[config.mk]
export PLATFORM = sky130hd
export DESIGN_NAME = sstf_seek_scheduler
export DESIGN_NICKNAME = d
export VERILOG_FILES = /design/src/hw/rtl/sstf_pkg.sv /design/src/hw/rtl/sstf_ctrl.sv /design/src/hw/rtl/sstf_datapath.sv /design/src/hw/rtl/sstf_seek_scheduler.sv
export SDC_FILE = /design/constraint.sdc
export NUM_CORES = 1
export LEC_CHECK = 0
export BUFFER_PORTS_ARGS = -buffer_cell sky130_fd_sc_hd__buf_2
export CAP_MARGIN = 10
export CORE_MARGIN = 3
export CORE_UTILIZATION = 50
export DETAILED_ROUTE_END_ITERATION = 7
export GPL_TIMING_DRIVEN = 1
export PLACE_DENSITY = 0.75
export SYNTH_ARGS = -nofsm -noshare
export SYNTH_HDL_FRONTEND = slang
export SYNTH_HIERARCHICAL = 1
export SYNTH_SLANG_ARGS = --single-unit
[constraint.sdc]
create_clock -name clk_i -period 6.75 [get_ports clk_i]
set_clock_uncertainty 0.2 [all_clocks]
set_input_delay 1.0125 -clock clk_i [delete_from_list [all_inputs] [get_ports clk_i]]
set_output_delay 1.0125 -clock clk_i [all_outputs]
set_load 0.01 [all_outputs]
[src/hw/rtl/sstf_pkg.sv]
// ----------------------------------------------------------------------------
// sstf_pkg
// Shared constants and types for the shortest-seek-time-first scheduler.
// ----------------------------------------------------------------------------
package sstf_pkg;

  localparam int unsigned MaxRequests = 8;
  localparam int unsigned CylBits     = 10;
  localparam int unsigned IdxBits     = $clog2(MaxRequests);
  localparam int unsigned CntBits     = $clog2(MaxRequests + 1);
  localparam int unsigned TotalBits   = 13;
  localparam int unsigned InDataBits  = 16;
  localparam int unsigned OutDataBits = 40;
  localparam int unsigned OutUsedBits = CylBits + IdxBits + CylBits + TotalBits;

  localparam logic [CntBits-1:0] MaxCount = CntBits'(MaxRequests);

  typedef enum logic [2:0] {
    StLoad = 3'b001,
    StScan = 3'b010,
    StEmit = 3'b100
  } state_e;

  // controller to datapath
  typedef struct packed {
    logic load;   // store the accepted request
    logic start;  // begin service from the start cylinder
    logic step;   // examine one stored entry
    logic emit;   // commit the best entry into the output register
  } cmd_t;

  // datapath to controller
  typedef struct packed {
    logic scan_last;  // entry under examination is the last stored one
    logic out_free;   // output register can take a result this cycle
    logic final_hit;  // the pending result is the last of the batch
  } status_t;

endpackage

[src/hw/rtl/sstf_ctrl.sv]
// ----------------------------------------------------------------------------
// sstf_ctrl
// Sequencer: loads a batch, then alternates entry scans and result commits.
// ----------------------------------------------------------------------------
module sstf_ctrl (
  input  logic             clk_i,
  input  logic             rst_ni,
  input  logic             in_valid_i,
  input  logic             in_last_i,
  output logic             in_ready_o,
  input  sstf_pkg::status_t status_i,
  output sstf_pkg::cmd_t    cmd_o
);

  sstf_pkg::state_e state_q, state_d;

  always_ff @(posedge clk_i or negedge rst_ni) begin
    if (!rst_ni) begin
      state_q <= sstf_pkg::StLoad;
    end else begin
      state_q <= state_d;
    end
  end

  always_comb begin
    state_d    = state_q;
    cmd_o      = '0;
    in_ready_o = 1'b0;
    case (state_q)
      sstf_pkg::StLoad: begin
        in_ready_o = 1'b1;
        if (in_valid_i) begin
          cmd_o.load = 1'b1;
          if (in_last_i) begin
            cmd_o.start = 1'b1;
            state_d     = sstf_pkg::StScan;
          end
        end
      end
      sstf_pkg::StScan: begin
        cmd_o.step = 1'b1;
        if (status_i.scan_last) begin
          state_d = sstf_pkg::StEmit;
        end
      end
      sstf_pkg::StEmit: begin
        if (status_i.out_free) begin
          cmd_o.emit = 1'b1;
          state_d    = status_i.final_hit ? sstf_pkg::StLoad : sstf_pkg::StScan;
        end
      end
      default: begin
        state_d = sstf_pkg::StLoad;
      end
    endcase
  end

endmodule

[src/hw/rtl/sstf_datapath.sv]
// ----------------------------------------------------------------------------
// sstf_datapath
// Request store, served flags, nearest-entry scan and the output register.
// ----------------------------------------------------------------------------
module sstf_datapath (
  input  logic                               clk_i,
  input  logic                               rst_ni,
  input  logic                               cfg_valid_i,
  input  logic [sstf_pkg::CylBits-1:0]       cfg_data_i,
  input  logic [sstf_pkg::CylBits-1:0]       in_cyl_i,
  input  sstf_pkg::cmd_t                     cmd_i,
  output sstf_pkg::status_t                  status_o,
  output logic                               out_valid_o,
  input  logic                               out_ready_i,
  output logic [sstf_pkg::OutDataBits-1:0]   out_data_o,
  output logic                               out_user_o,
  output logic                               out_last_o
);

  logic [sstf_pkg::CylBits-1:0]   store_q [sstf_pkg::MaxRequests];
  logic [sstf_pkg::MaxRequests-1:0] flags_q;
  logic [sstf_pkg::CntBits-1:0]   count_q, served_q;
  logic                           ovf_q;
  logic [sstf_pkg::CylBits-1:0]   start_q, head_q;
  logic [sstf_pkg::TotalBits-1:0] total_q;
  logic [sstf_pkg::IdxBits-1:0]   scan_idx_q, best_idx_q;
  logic [sstf_pkg::CylBits-1:0]   best_dist_q, best_cyl_q;
  logic                           found_q;
  logic                           out_valid_q;
  logic [sstf_pkg::OutUsedBits-1:0] out_data_q;
  logic                           out_user_q, out_last_q;

  logic [sstf_pkg::CylBits-1:0]   scan_cyl, scan_dist;
  logic                           take;
  logic [sstf_pkg::TotalBits-1:0] total_next;
  logic                           final_hit;

  assign scan_cyl   = store_q[scan_idx_q];
  assign scan_dist  = (scan_cyl > head_q) ? (scan_cyl - head_q) : (head_q - scan_cyl);
  // strict compare keeps the earliest-loaded entry on a tie
  assign take       = !flags_q[scan_idx_q] && (!found_q || (scan_dist < best_dist_q));
  assign total_next = total_q + sstf_pkg::TotalBits'(best_dist_q);
  assign final_hit  = ((served_q + 1'b1) == count_q);

  assign status_o.scan_last = ({1'b0, scan_idx_q} == (count_q - 1'b1));
  assign status_o.out_free  = !out_valid_q || out_ready_i;
  assign status_o.final_hit = final_hit;

  always_ff @(posedge clk_i) begin
    if (cmd_i.load && (count_q < sstf_pkg::MaxCount)) begin
      store_q[count_q[sstf_pkg::IdxBits-1:0]] <= in_cyl_i;
    end
  end

  always_ff @(posedge clk_i or negedge rst_ni) begin
    if (!rst_ni) begin
      start_q <= '0;
    end else if (cfg_valid_i) begin
      start_q <= cfg_data_i;
    end
  end

  always_ff @(posedge clk_i or negedge rst_ni) begin
    if (!rst_ni) begin
      flags_q     <= '0;
      count_q     <= '0;
      served_q    <= '0;
      ovf_q       <= 1'b0;
      head_q      <= '0;
      total_q     <= '0;
      scan_idx_q  <= '0;
      found_q     <= 1'b0;
      out_valid_q <= 1'b0;
    end else begin
      if (!cmd_i.emit && out_ready_i) begin
        out_valid_q <= 1'b0;
      end
      if (cmd_i.load) begin
        if (count_q < sstf_pkg::MaxCount) begin
          count_q <= count_q + 1'b1;
        end else begin
          ovf_q <= 1'b1;
        end
      end
      if (cmd_i.start) begin
        head_q     <= start_q;
        served_q   <= '0;
        scan_idx_q <= '0;
        found_q    <= 1'b0;
      end
      if (cmd_i.step) begin
        scan_idx_q <= scan_idx_q + 1'b1;
        if (take) begin
          found_q <= 1'b1;
        end
      end
      if (cmd_i.emit) begin
        out_valid_q <= 1'b1;
        head_q      <= best_cyl_q;
        scan_idx_q  <= '0;
        found_q     <= 1'b0;
        if (final_hit) begin
          flags_q  <= '0;
          count_q  <= '0;
          served_q <= '0;
          ovf_q    <= 1'b0;
          total_q  <= '0;
        end else begin
          flags_q[best_idx_q] <= 1'b1;
          served_q            <= served_q + 1'b1;
          total_q             <= total_next;
        end
      end
    end
  end

  always_ff @(posedge clk_i) begin
    if (cmd_i.step && take) begin
      best_idx_q  <= scan_idx_q;
      best_dist_q <= scan_dist;
      best_cyl_q  <= scan_cyl;
    end
    if (cmd_i.emit) begin
      out_data_q <= {total_next, best_dist_q, best_idx_q, best_cyl_q};
      out_user_q <= ovf_q;
      out_last_q <= final_hit;
    end
  end

  assign out_valid_o = out_valid_q;
  assign out_data_o  = sstf_pkg::OutDataBits'(out_data_q);
  assign out_user_o  = out_user_q;
  assign out_last_o  = out_last_q;

  a_count_bound: assert property (@(posedge clk_i) disable iff (!rst_ni)
    count_q <= sstf_pkg::MaxCount)
    else $error("request count beyond store depth");

  a_emit_nonempty: assert property (@(posedge clk_i) disable iff (!rst_ni)
    cmd_i.emit |-> (count_q != '0) && found_q)
    else $error("result committed without a candidate");

  a_emit_unserved: assert property (@(posedge clk_i) disable iff (!rst_ni)
    cmd_i.emit |-> !flags_q[best_idx_q])
    else $error("served entry picked again");

  a_batch_cleared: assert property (@(posedge clk_i) disable iff (!rst_ni)
    cmd_i.emit && final_hit |=> (count_q == '0) && (flags_q == '0) && !ovf_q)
    else $error("batch state not cleared after last result");

endmodule

[src/hw/rtl/sstf_seek_scheduler.sv]
// ----------------------------------------------------------------------------
// sstf_seek_scheduler
// Shortest-seek-time-first scheduler for a batch of up to eight cylinders.
// ----------------------------------------------------------------------------
// Requests load one per cycle while the sequencer is in its load state; the
// transfer with tlast starts service from the configured start cylinder, and
// requests past the eighth are dropped and flagged in tuser. Each result takes
// a nearest-entry scan over every stored request, a single entry at a time,
// then a commit into the output register, which waits while that register is
// still full and not being taken. The output register lets the next batch
// start loading while the last result of the previous one waits to be taken.
module sstf_seek_scheduler (
  input  logic        clk_i,
  input  logic        rst_ni,
  // configuration: start_cylinder
  input  logic        cfg_valid_i,
  output logic        cfg_ready_o,
  input  logic [9:0]  cfg_data_i,
  input  logic        s_axis_tvalid_i,
  output logic        s_axis_tready_o,
  input  logic [15:0] s_axis_tdata_i,   // [9:0] cylinder
  input  logic        s_axis_tlast_i,   // last
  output logic        m_axis_tvalid_o,
  input  logic        m_axis_tready_i,
  // [9:0] served_cylinder, [12:10] served_index, [22:13] seek_distance,
  // [35:23] total_moves
  output logic [39:0] m_axis_tdata_o,
  output logic        m_axis_tuser_o,   // dropped
  output logic        m_axis_tlast_o    // final_res
);

  sstf_pkg::cmd_t    cmd;
  sstf_pkg::status_t status;

  assign cfg_ready_o = 1'b1;

  sstf_ctrl u_ctrl (
    .clk_i      (clk_i),
    .rst_ni     (rst_ni),
    .in_valid_i (s_axis_tvalid_i),
    .in_last_i  (s_axis_tlast_i),
    .in_ready_o (s_axis_tready_o),
    .status_i   (status),
    .cmd_o      (cmd)
  );

  sstf_datapath u_datapath (
    .clk_i       (clk_i),
    .rst_ni      (rst_ni),
    .cfg_valid_i (cfg_valid_i),
    .cfg_data_i  (cfg_data_i),
    .in_cyl_i    (s_axis_tdata_i[sstf_pkg::CylBits-1:0]),
    .cmd_i       (cmd),
    .status_o    (status),
    .out_valid_o (m_axis_tvalid_o),
    .out_ready_i (m_axis_tready_i),
    .out_data_o  (m_axis_tdata_o),
    .out_user_o  (m_axis_tuser_o),
    .out_last_o  (m_axis_tlast_o)
  );

endmodule

Word level (Yosys, flattened, before mapping)
Memory sizes are Yosys's and may differ from the RTL's.
Cells that the tools add are included.
{"block": "op_classes", "n_mux": 44, "div": 0, "shift": 0, "n_eq_ne": 9, "n_addsub": 7, "n_mul": 0, "n_reduce_logical": 15, "magnitude_cmp": 6, "bitwise": 1}
{"operator": "$mux W10", "n": 3}
{"operator": "$mux W4", "n": 7}
{"operator": "$mux W3", "n": 7}
{"operator": "$sub A10 B10 Y10", "n": 2}
{"operator": "$mux W1", "n": 19}
{"operator": "$add A13 B10 Y13", "n": 1}
{"operator": "$mux W13", "n": 1}
{"operator": "$gt A10 B10 Y1", "n": 1}
{"operator": "$lt A10 B10 Y1", "n": 1}
{"operator": "$pmux W3 S3", "n": 1}
{"operator": "$add A4 B1 Y4 const B", "n": 2}
{"operator": "$lt A3 B4 Y1 const B", "n": 2}
{"operator": "$mux W8", "n": 1}
{"operator": "$ne A2 B2 Y1 const B", "n": 4}
{"operator": "$or A8 B8 Y8", "n": 1}
{"operator": "$mux W2", "n": 3}
{"operator": "$logic_and A1 B1 Y1", "n": 5}
{"operator": "$eq A3 B4 Y1", "n": 1}
{"operator": "$eq A4 B4 Y1", "n": 1}
{"operator": "$logic_not A1 Y1", "n": 4}
{"operator": "$lt A4 B4 Y1 const B", "n": 1}
{"operator": "$reduce_and A4 Y1", "n": 1}
{"operator": "$reduce_bool A2 Y1", "n": 2}
{"operator": "$sub A4 B1 Y4 const B", "n": 1}
{"operator": "9 further kinds", "n": 10}
{"block": "totals", "wordCells": 100, "input_bits": 32, "latch_bits": 0, "mem_count": 1, "out_inout_bits": 45, "romBits": 0, "reg_bits": 119, "ram_bits": 80}
{"name": "u_datapath.store_q", "depth": 8, "width": 10, "rd": 1, "rd_ports_with_merged_regs": 0, "wr": 1, "line": "sstf_datapath.sv:20", "text": "logic [sstf_pkg::CylBits-1:0] store_q [sstf_pkg::MaxRequests];"}

Depth between registers and ports, before layout
An unclocked memory read counts as a cell.
{"block": "logic_depth", "word_depth": 9, "depth_mapped": 21, "ltp_nobuf": 19}

Modules after synthesis
The synthesis kept the hierarchy.
{"mod": "sstf_datapath", "n_inst": 1, "seq_area_each_um2": 5610.4, "area_each_um2": 9096.2, "cells_each": 646}
{"mod": "sstf_ctrl", "n_inst": 1, "seq_area_each_um2": 76.3, "area_each_um2": 187.7, "cells_each": 21}
{"mod": "sstf_seek_scheduler", "n_inst": 1, "seq_area_each_um2": 0.0, "area_each_um2": 11.3, "cells_each": 2}

Worst setup path before layout
OpenSTA, ideal clock, no wires.
{"block": "synth_timing", "kind": "reg-to-reg", "startpoint": "register u_datapath/scan_idx_q[0] in the netlist's numbering", "endpoint": "register u_datapath/best_cyl_q[0] in the netlist's numbering, enable pin", "setup_time_ns": 0.384, "path_stages_with_launch": 18, "path_slack_ns": 1.346, "path_buffers": 3, "required_ns": 6.166, "t_arrival_ns": 4.819, "synth_period_minus_slack_ns": 5.404, "cell_sequence": "dfrtp_1 -> buf_2 -> buf_2 -> mux4_2 -> mux2i_1 -> inv_1 -> fa_1 -> a21o_1 -> a221oi_2 -> a211o_4 -> buf_6 -> mux2_2 -> ha_1 -> a21boi_0 -> o21ai_0 -> a21oi_1 -> a211oi_1 -> o31a_1"}
{"block": "synth_between", "elab_chain_len": 7, "elab_cells_between_ends": 12, "classes_between": "2 x add/sub; 2 x order compare; 3 x mux; 4 x reduce/logical; 1 x memory"}
{"element": "start, declared", "line": "sstf_datapath.sv:26", "text": "logic [sstf_pkg::IdxBits-1:0] scan_idx_q, best_idx_q;"}
{"element": "start signal, assigned", "line": "sstf_datapath.sv:92", "text": "scan_idx_q <= scan_idx_q + 1'b1;"}
{"element": "$mem_v2 Z8 W10 *"}
{"element": "named net u_datapath.scan_cyl, one bit", "line": "sstf_datapath.sv:33", "text": "logic [sstf_pkg::CylBits-1:0] scan_cyl, scan_dist;"}
{"element": "$sub A10 B10 Y10 / $gt A10 B10 Y1 (equally long branches)", "line": "sstf_datapath.sv:39", "text": "assign scan_dist = (scan_cyl > head_q) ? (scan_cyl - head_q) : (head_q - scan_cyl);"}
{"element": "$mux W10 *", "line": "sstf_datapath.sv:39"}
{"element": "named net u_datapath.scan_dist, one bit", "line": "sstf_datapath.sv:33"}
{"element": "$lt A10 B10 Y1 *", "line": "sstf_datapath.sv:41", "text": "assign take = !flags_q[scan_idx_q] && (!found_q || (scan_dist < best_dist_q));"}
{"element": "$logic_or A1 B1 Y1 *", "line": "sstf_datapath.sv:41"}
{"element": "$logic_and A1 B1 Y1 *", "line": "sstf_datapath.sv:41"}
{"element": "$logic_and A1 B1 Y1 *", "line": "sstf_datapath.sv:118", "text": "if (cmd_i.step && take) begin"}
{"element": "end signal, assigned", "line": "sstf_datapath.sv:121", "text": "best_cyl_q <= scan_cyl;"}
{"element": "end, declared", "line": "sstf_datapath.sv:27", "text": "logic [sstf_pkg::CylBits-1:0] best_dist_q, best_cyl_q;"}
The timed path passes the listed nets; every way through them passes the cells marked *. The select of a mux whose other input is x is not followed.
A chain may end at the register's enable or synchronous reset.

Worst setup path in the final report
{"block": "layout_timing", "startpoint": "register u_datapath/scan_idx_q[0] in the netlist's numbering", "endpoint": "register u_datapath/best_cyl_q[9] in the netlist's numbering, enable pin"}
Same word-level chain as after synthesis.

==> impl_metrics.csv <==
group,metric,value,unit
setup_path,crit_chain,"buf_4, mux4_2, mux2i_1, inv_1, ha_1, and3_2, a221oi_2, a211o_4, a311oi_1, a31oi_1, xor2_1, ha_1, a21o_1, a21o_1, a21o_1, a21oi_1, o31a_1, buf_4",
global_route,use_met2,31.4,%
logic_synthesis,ys_seq_area_share,61.2,%
global_route,grt_use_met1,23.1,%
cts,clockBufferDepth,2,
cells_and_area,antenna_cells,0,
die,die_x,142,um
setup_path,worstSetupStartpointType,"flop",
cells_and_area,finalNonFillerCells,973,
global_route,grt_use_total,18.2,%
global_route,grt_pass1_vias,5484,
cts,cts_made_buffers,17,
cells_and_area,fillCellCount,1423,
global_route,grt_max_degree,79,
detailed_routing,wl,17800,um
die,core,18100,um2
logic_synthesis,avgSynthCellArea,13.9,um2
detailed_routing,initialDrtViolationCount,330,
die,dieHeight,142,um
logic_synthesis,ys.flop_type,"edfxtp_1",
cts,cts_tree,"yes",
die,ios,77,
global_route,overflow,0,
sta,whs,0.250,ns
power_and_ir_drop,p_switching,1.28,mW
die,dieArea,20300,um2
run,maxCapViolations,0,
place,gp_congestion,0.864,
cts,insertion_delay,0.44,ns
logic_synthesis,yosysWarnings,6,
cts,cts_resized,0,
cts,cts_num_sinks,199,
cts,htreeDepth,4,
sta,max_slew_margin,20.4,%
setup_path,crit_required,6.66,ns
setup_path,r2r_slack,0.80,ns
setup_path,cp_slowest_cell,"dfrtp_1",
sta,rsz0062_at_grt,"false",
logic_synthesis,yosys-top-cells-area,"edfxtp_1, dfrtp_1, ha_1",
place,portBuffers,65,
power_and_ir_drop,clkPwrFrac,25.0,%
setup_path,cpPeakStageDelay,0.81,ns
logic_synthesis,synth_top_area_cell,"edfxtp_1",
power_and_ir_drop,p_leak,4.06,nW
cts,cts_root_buf,"clkbuf_16",
sta,final-setup-viol-count,0,
setup_path,path_class,"reg -> reg",
sta,fin_setup_tns,0,ns
detailed_routing,vias_per_cell,5.65,
cts,postCtsSetupBuffers,0,
power_and_ir_drop,p_int,2.50,mW
sta,finalMaxSlewViolations,0,
setup_path,worstPathArrival,5.86,ns
cells_and_area,final_util,57.2,%
detailed_routing,drt-wirelength-per-cell,18.2,um
sta,hold_violations,0,
place,dpl.hpwl,12300,um
cells_and_area,layout.nets,809,
detailed_routing,drt-pass1-iter-count,5,
min_path,min_path_type,"reg -> reg",
cells_and_area,multiInputGateArea,3250,um2
sta,finalCriticalPeriod,5.95,ns
logic_synthesis,synthArstFlopShare,29.1,%
logic_synthesis,syn_inst,669,
logic_synthesis,netlist-cell-type-count,70,
power_and_ir_drop,comb_power_share,33.9,%
global_route,met3_usage,4.70,%
sta,max_freq,168,MHz
detailed_routing,vias,5498,
logic_synthesis,synth_top_area_share,45.6,%
power_and_ir_drop,ir_drop,256,uV
die,num_rows,49,
cells_and_area,syn2layout_area_growth,11.3,%
global_route,antenna_found_initial,0,
global_route,grt-busiest-layer,"met2",
logic_synthesis,synth_edf_count,141,
setup_path,crit_fanout,20,
power_and_ir_drop,netSwitchingFraction,33.8,%
global_route,grt_pass1_wl,28600,um
run_status,status,"completed",
cells_and_area,regArea,5690,um2
cts,path_clk_slew,0.07,ns
setup_path,cpMostUsedCell,"a21o_1",
sta,fin_crit_sh,88.1,%
sta,worstMarginPinSlew,1.19,ns
detailed_routing,drtAntennaViolNets,0,
detailed_routing,route.detailed.drc,0,
cells_and_area,layout-drive-gt1-share,21.9,%
place,dp_cells,942,
logic_synthesis,synth_area,9300,um2
power_and_ir_drop,power_frac_seq,41.1,%
die,start_util,51.4,%
cts,cts_hold_buf,0,
logic_synthesis,ys_ff_latch,199,
setup_path,cp-end-kind,"flop",
power_and_ir_drop,powerDensity,365,nW/um2
[cells in the mapped netlist, types with 3 or more instances]
master / n
a21o_1: 11
dfrtp_1: 57
and2_1: 3
buf_4: 12
a31oi_1: 9
o21ai_0: 28
mux2_2: 12
buf_2: 6
ha_1: 42
o22ai_1: 4
a211o_1: 4
fa_1: 3
nor2_1: 35
nor3_1: 10
a22o_1: 4
xnor2_1: 16
o21a_1: 8
mux2i_1: 22
edfxtp_1: 141
xor2_1: 10
o2bb2ai_1: 4
nor2b_1: 10
buf_6: 3
a21oi_1: 27
nand2b_1: 4
mux4_2: 22
clkbuf_1: 13
nand3_1: 10
nand3b_1: 4
inv_1: 48
nand2_1: 39
[stage by stage]
| step | power [mW] | worst slack [ns] | area, um2 |
|---|---|---|---|
| floorplan | 2.59 | 1.35 | 9310 |
| global placement | 2.80 | 0.879 | 9800 |
| detailed placement | 2.86 | 0.766 | 9800 |
| CTS | 3.81 | 0.765 | 10300 |
| global route | 4.01 | 0.407 | 10300 |
| finish | 3.78 | 0.802 | 10300 |
[metal layers]
layer	vias up	wire (um)
met4	0	250
met1	2745	7560
met2	148	9040
met5	-	0
met3	20	900
li1	2585	-
[flip-flops by register name, summed over array words and instances, names as in the netlist]
register and cells:
u_datapath/head_q 10, u_datapath/out_data_q 36, u_datapath/out_user_o 1, u_datapath/scan_idx_q 3, u_datapath/best_cyl_q 10, u_datapath/found_q 1
u_datapath/served_q 4, u_datapath/flags_q 8, u_datapath/count_q 4, u_datapath/out_valid_o 1, u_datapath/best_dist_q 10, u_datapath/start_q 10
u_datapath/total_q 13, u_datapath/ovf_q 1, u_datapath/store_q 80, u_ctrl/state_q 3, u_datapath/best_idx_q 3, u_datapath/out_last_o 1
[cells by family (layout without fill, tap and decap cells)]
| kind of cell | count (synthesis) | count (layout) | share of synthesized area (%) |
|---|---|---|---|
| AOI/OAI and AO/OA | 128 | 128 | 9.45 |
| xor gates and xnor gates | 28 | 28 | 2.87 |
| adders and majority gates | 45 | 45 | 6.30 |
| buffers and inverters | 82 | 154 | 4.12 |
| DFF | 199 | 199 | 61.2 |
| muxes | 56 | 56 | 9.15 |
| other | 2 | 5 | 0.0808 |
| and+or+nand+nor | 129 | 129 | 6.85 |
[power groups by stage]
| stage | clock [mW] | sequential, mW | combinational [mW] |
|---|---|---|---|
| finish | 0.944 | 1.55 | 1.28 |
| CTS | 0.964 | 1.56 | 1.29 |
| global route | 1.02 | 1.57 | 1.43 |
| floorplan | 0 | 1.51 | 1.08 |
| detailed placement | 0 | 1.58 | 1.28 |
| global placement | 0 | 1.57 | 1.23 |
[critical path: cells and delay by family, from the launching register on]
kind | cells | cell delay [ns]
AO/OA/AOI/OAI | 9 | 1.86
multiplexers | 2 | 0.87
flip-flops | 1 | 0.81
buffers and inverters | 3 | 0.73
adder cells (fa/ha/maj) | 2 | 0.67
AND/OR/NAND/NOR | 1 | 0.23
XOR/XNOR | 1 | 0.21
[area by class of cell]
class                           count  share of cell area (%)
Clock buffer                       17                    4.11
Multi-Input combinational cell    391                    31.4
Timing Repair Buffer               75                    3.87
Sequential cell                   199                    55.0
Tap cell                          229                    2.77
Clock inverter                     14                    1.17
Inverter                           48                    1.74
[cell usage in the layout, fill, tap and decap left out, types with 11 or more instances in the layout]
master,netlist,routed
buf_2,6,65
xnor2_1,16,16
nand2_1,39,39
clkbuf_16,0,17
mux4_2,22,22
edfxtp_1,141,141
mux2_2,12,12
o21ai_0,28,28
nor2_1,35,35
a21o_1,11,11
inv_1,48,47
mux2i_1,22,22
dfrtp_1,57,57
a21oi_1,27,27
ha_1,42,42
[final timing paths]
path                       cells past startpoint                     start                       end
max                                           18  u_datapath/scan_idx_q[0]  u_datapath/best_cyl_q[9]
min                                            0          u_datapath/ovf_q     u_datapath/out_user_o
max reg2reg                                   18  u_datapath/scan_idx_q[0]  u_datapath/best_cyl_q[9]
min reg2reg                                    0          u_datapath/ovf_q     u_datapath/out_user_o
max in group asynchronous                      2                    rst_ni      u_datapath/head_q[7]
min in group asynchronous                      2                    rst_ni     u_datapath/total_q[7]
Note: power is estimated with default switching activity, not from simulation.
